<file path="config.mk">
export PLATFORM = sky130hd
export DESIGN_NAME = bce_lerp
export DESIGN_NICKNAME = d
export VERILOG_FILES = /design/src/hw/rtl/bezier_curve_eval_defines.svh /design/src/hw/rtl/bce_pkg.sv /design/src/hw/rtl/bce_lerp.sv
export SDC_FILE = /design/constraint.sdc
export NUM_CORES = 2
export LEC_CHECK = 0
export BUFFER_PORTS_ARGS = -buffer_cell sky130_fd_sc_hd__buf_2
export CAP_MARGIN = 20
export CORE_ASPECT_RATIO = 2
export CORE_MARGIN = 8
export CORE_UTILIZATION = 30
export DETAILED_ROUTE_END_ITERATION = 8
export SETUP_SLACK_MARGIN = 0.15
export SYNTH_ARGS = -nofsm -noshare
export SYNTH_HDL_FRONTEND = slang
export SYNTH_SLANG_ARGS = --single-unit
</file>
<file path="constraint.sdc">
create_clock -name i_clk -period 6.5 [get_ports i_clk]
set_clock_uncertainty 0.15 [all_clocks]
set_input_delay 0.325 -clock i_clk [delete_from_list [all_inputs] [get_ports i_clk]]
set_output_delay 0.325 -clock i_clk [all_outputs]
set_load 0.005 [all_outputs]
</file>
<file path="src/hw/rtl/bezier_curve_eval_defines.svh">
// ----------------------------------------------------------------------------
// Bezier curve evaluator - assertion macros
// Shared property forms for the checks at the end of the top level.
// ----------------------------------------------------------------------------
`ifndef BEZIER_CURVE_EVAL_DEFINES_SVH
`define BEZIER_CURVE_EVAL_DEFINES_SVH

// Same-cycle implication, disabled while reset is low
`define BCE_ASSERT_NOW(lbl, clk, rst_n, ante, cons, msg) \
    lbl: assert property (@(posedge clk) disable iff (!rst_n) (ante) |-> (cons)) \
        else $error(msg);

// Next-cycle implication, disabled while reset is low
`define BCE_ASSERT_NEXT(lbl, clk, rst_n, ante, cons, msg) \
    lbl: assert property (@(posedge clk) disable iff (!rst_n) (ante) |=> (cons)) \
        else $error(msg);

`endif

</file>
<file path="src/hw/rtl/bce_pkg.sv">
// ----------------------------------------------------------------------------
// Bezier curve evaluator - package
// Field widths, codes and the three-lane point type.
// ----------------------------------------------------------------------------
package bce_pkg;

    localparam int LANES   = 3;          // x, y, z
    localparam int COORD_W = 32;         // Q16.16 coordinate
    localparam int DIFF_W  = COORD_W + 1;
    localparam int PARAM_W = 18;         // Q2.16 curve parameter
    localparam int IDX_W   = 4;
    localparam int CNT_W   = 5;
    localparam int DATA_W  = 32;
    localparam int PADDR_W = 3;

    localparam logic MODE_LOAD = 1'b0;
    localparam logic MODE_EVAL = 1'b1;

    // Register index, taken from the word-address bit of paddr
    localparam logic REG_POINT_COUNT = 1'b0;

    localparam logic [CNT_W-1:0] POINT_COUNT_RST = CNT_W'(4);

    // Lane 0 is x, lane 1 is y, lane 2 is z
    typedef logic [LANES-1:0][COORD_W-1:0] t_point;

endpackage

</file>
<file path="src/hw/rtl/bce_lerp.sv">
// ----------------------------------------------------------------------------
// Bezier curve evaluator - shared interpolation unit
// Three-lane a + ((b - a) * t >>> FRAC_BITS), three register stages.
// ----------------------------------------------------------------------------
module bce_lerp #(
    parameter int FRAC_BITS = 16,
    parameter int TW        = 17,
    parameter int TAG_W     = 5
) (
    input  logic                 i_clk,
    input  logic                 i_rst_n,
    input  logic                 i_vld,
    input  logic [TAG_W-1:0]     i_tag,
    input  bce_pkg::t_point      i_a,
    input  bce_pkg::t_point      i_b,
    input  logic [TW-1:0]        i_t,
    output logic                 o_vld,
    output logic [TAG_W-1:0]     o_tag,
    output bce_pkg::t_point      o_res,
    output logic                 o_busy
);

    import bce_pkg::*;

    localparam int PW = DIFF_W + TW + 1;

    logic                             r_v1, r_v2, r_v3;
    logic [TAG_W-1:0]                 r_g1, r_g2, r_g3;
    t_point                           r_a1, r_a2;
    logic signed [LANES-1:0][DIFF_W-1:0] r_d1;
    logic signed [LANES-1:0][PW-1:0]  r_p2;
    t_point                           r_res;

    logic signed [LANES-1:0][PW-1:0]  w_prod;
    logic signed [LANES-1:0][PW-1:0]  w_sum;
    logic signed [PW-1:0]             w_tx;
    logic signed [PW-1:0]             w_dx;

    always_comb begin
        w_tx   = PW'($signed({1'b0, i_t}));
        w_prod = '0;
        w_sum  = '0;
        w_dx   = '0;
        for (int k = 0; k < LANES; k++) begin
            w_dx      = PW'($signed(r_d1[k]));
            w_prod[k] = w_dx * w_tx;
            w_sum[k]  = PW'($signed(r_a2[k])) + ($signed(r_p2[k]) >>> FRAC_BITS);
        end
    end

    always_ff @(posedge i_clk) begin
        if (!i_rst_n) begin
            r_v1 <= 1'b0;
            r_v2 <= 1'b0;
            r_v3 <= 1'b0;
        end else begin
            r_v1 <= i_vld;
            r_v2 <= r_v1;
            r_v3 <= r_v2;
        end
        r_g1 <= i_tag;
        r_g2 <= r_g1;
        r_g3 <= r_g2;
        r_a1 <= i_a;
        r_a2 <= r_a1;
        for (int k = 0; k < LANES; k++) begin
            r_d1[k]  <= DIFF_W'($signed(i_b[k])) - DIFF_W'($signed(i_a[k]));
            r_p2[k]  <= w_prod[k];
            r_res[k] <= w_sum[k][COORD_W-1:0];
        end
    end

    assign o_vld  = r_v3;
    assign o_tag  = r_g3;
    assign o_res  = r_res;
    assign o_busy = r_v1 || r_v2 || r_v3;

endmodule

</file>
==> impl_metrics.env <==
export IMPL_status="finished, violations left"
export IMPL_violations="setup timing"
export IMPL_setup_viol=3
export IMPL_hold_viol=0
export IMPL_rsz0062_at_grt="yes"
export IMPL_synth_area_sq_um=74390
export IMPL_postRouteAntennaNets=0
export IMPL_area_growth_pct=22.20
export IMPL_cpPeakStageDelay_ns=0.57
export IMPL_ys_seq_elements=501
export IMPL_max_cap_violations=0
export IMPL_drt_iter0_markers=2101
export IMPL_critPathBufInv=8
export IMPL_drive_gt1_share_pct=16.10
export IMPL_yosys_top_cells_area="fa_1 42%, dfxtp_1 13%, inv_1 9.9%"
export IMPL_die_width_um=368.1
export IMPL_vias=57090
export IMPL_crit_fanout=6
export IMPL_fin_cells=12320
export IMPL_slowest_stage="fa_2"
export IMPL_synth_commonest_cells="1965 x inv_1, 1548 x fa_1, 964 x and2_1, 815 x nand2_1, 519 x ha_1"
export IMPL_die_area_sq_um=265100
export IMPL_worst_slack_ns=-0.04821
export IMPL_cp_end_kind="register"
export IMPL_path_clk_slew_ns=0.07
export IMPL_r2r_slack_ns=-0.05
export IMPL_yosysUniqueCellTypes=77
export IMPL_synth_top_area_cell="fa_1"
export IMPL_synthCells=8003
export IMPL_slew_headroom_pct=35.84
export IMPL_synth_flop_cell="dfxtp_1"
export IMPL_yosysWarnings=0
export IMPL_layout_nets=11310
export IMPL_io_pins=320
export IMPL_fmax_ghz=0.1527
export IMPL_die_y_um=720.2
export IMPL_synth_edf_count=0
export IMPL_route_detailed_drc=0
export IMPL_dpl_instance_area_sq_um=84870
export IMPL_dp_cells=11950
export IMPL_wl_mm=236.2
export IMPL_clockBufferDepth=3
export IMPL_timing_final_crit_share_pct=100.7
export IMPL_start_util_pct=30.16
export IMPL_multiInputGateArea_sq_um=57140
export IMPL_crit_arrival_ns=7.06
export IMPL_grt_pass1_vias=65810
export IMPL_place_ws_ns=-0.8692
export IMPL_hp_class="input port to register"
export IMPL_path_delay_family="adder cells"
export IMPL_seq_area_frac_synth_pct=13.48
export IMPL_drtPass1Iterations=8
export IMPL_grt_overflow_total=0
export IMPL_worst_pin_slew_ns=0.9499
export IMPL_worstPathRequired_ns=7.01
export IMPL_fp_row_count=258
export IMPL_grt_max_degree=33
export IMPL_portBuffers=319
export IMPL_clk_latency_ns=0.73
export IMPL_cts_sinks=501
export IMPL_cts_root_buf="clkbuf_16"
export IMPL_cts_tree="built"
export IMPL_seq_area_sq_um=10190
export IMPL_core_area_sq_um=246600
export IMPL_synthArstFlopShare_pct=0
export IMPL_htreeDepth=2
export IMPL_grt_pass1_wl_mm=364.0
export IMPL_place_gp_congestion=0.9242
export IMPL_synth_top_area_share_pct=41.66
export IMPL_criticalPathCategory="register to register"
export IMPL_grt_util_all_layers_pct=17.78
export IMPL_finalCriticalPeriod_ns=6.548
export IMPL_antenna_found_initial=18
export IMPL_cts_buffers=55
export IMPL_viasPerCell=4.632
export IMPL_drv_slew=0
export IMPL_synth_area_per_cell_sq_um=9.295
export IMPL_hpwl_mm=202.1
export IMPL_crit_path_frequent_cell="fa_1"
export IMPL_synth_nets=10290
export IMPL_synth_most_common_cell="inv_1"
export IMPL_fill_cells=24810
export IMPL_start_kind="register"
export IMPL_design_area_sq_um=90910
export IMPL_avgRoutedWirePerCell_um=19.17
layout make-up:
type                       count  area share, %
multi-input combinational   5251          62.86
sequential                   501          11.21
timing repair buffer        1249          11.21
inverter                    1965          8.114
tap                         3250          4.473
clock buffer                  74          1.703
clock inverter                27         0.4102
antenna                        7        0.01927
sequential cells by signal, summed over array words and instances (netlist names):
| name | flops |
|---|---|
| o_vld | 1 |
| r_a1 | 96 |
| r_p2 | 96 |
| r_g2 | 5 |
| o_tag | 5 |
| o_res | 96 |
| r_d1 | 99 |
| r_g1 | 5 |
| r_v1 | 1 |
| r_v2 | 1 |
| r_a2 | 96 |
placed cells by master (no fill, tap or decap), types with 32 or more instances in the layout:
master,synthesis,routed
nor3_1,52,47
dlygate4sd3_1,0,225
fa_2,0,56
buf_6,0,40
ha_1,519,497
nand3_1,50,49
o21ai_0,85,76
buf_4,0,603
dfxtp_2,0,32
nor2b_1,42,40
nand2b_1,38,38
inv_1,1965,1925
a21oi_1,200,174
and3_1,36,35
fa_1,1548,1492
nand2_1,815,807
o21a_1,51,51
clkbuf_16,0,56
nor2_1,145,135
dfxtp_1,501,436
a21o_1,115,114
buf_12,0,68
dfxtp_4,0,33
xor2_1,72,69
inv_2,0,40
xnor2_1,213,207
buf_2,0,311
and2_1,964,939
through the flow:
stage | util, % | TNS (ns) | hold WS, ns
2_1_floorplan | - | 0 | 0.1596
3_3_place_gp | 34.41 | -21.40 | 0.1605
3_5_place_dp | 34.41 | -24.93 | 0.1621
4_1_cts | 36.43 | -0.4162 | 0.002934
5_1_grt | 36.85 | -1.652 | 0.03802
6_report | 36.86 | -0.1042 | 0.02774
worst reg2reg max path: stages, from the launching register on:
cell,delay [ns]
dfxtp_4,0.36
buf_12,0.13
and2_4,0.16
fa_1,0.47
inv_1,0.05
fa_1,0.47
fa_1,0.50
inv_2,0.04
fa_1,0.51
fa_1,0.54
inv_2,0.04
fa_2,0.57
inv_2,0.05
ha_4,0.21
a21o_1,0.18
o21bai_1,0.15
a21o_1,0.18
a31oi_4,0.18
a31oi_4,0.17
buf_4,0.18
buf_6,0.10
buf_6,0.11
a221o_1,0.32
and2_4,0.15
o21a_1,0.21
nor2_2,0.13
xnor2_2,0.15
path summary, 6_finish.rpt:
kind,startpoint,to,cells past startpoint
max,r_d1[11]$_DFF_P_,r_p2[32]$_DFF_P_,26
min,i_b[68],r_d1[71]$_DFF_P_,4
max reg2reg,r_d1[11]$_DFF_P_,r_p2[32]$_DFF_P_,26
min reg2reg,r_a1[20]$_DFF_P_,r_a2[20]$_DFF_P_,0
kinds of logic after synthesis:
| group | Yosys count | synth area share (%) |
|---|---|---|
| adders and majority gates | 2067 | 50.39 |
| AOI/OAI and AO/OA | 681 | 6.075 |
| and+or+nand+nor | 2217 | 15.33 |
| xor gates and xnor gates | 285 | 3.356 |
| muxes | 1 | 0.01346 |
| buffers and inverters | 2251 | 11.36 |
| DFF | 501 | 13.48 |
timing repair:
item | CTS | global route
endpoints found under the hold margin | 195 | 0
endpoints found under the setup margin | 67 | 66
pin swaps | 132 | 162
hold buffers | 225 | 0
cloned | 0 | 1
resized for setup | 207 | 220
buffers inserted | 21 | 22
per-layer routing:
metal  GRT usage [%]  share of wire [%]
met1           15.75                 30
met2           35.03                 56
met3           2.136                3.6
met4           14.80                 10
met5               0              0.042
Power is not shown: default switching activity piles up to over one toggle a cycle in this logic, so the estimate is an artifact.
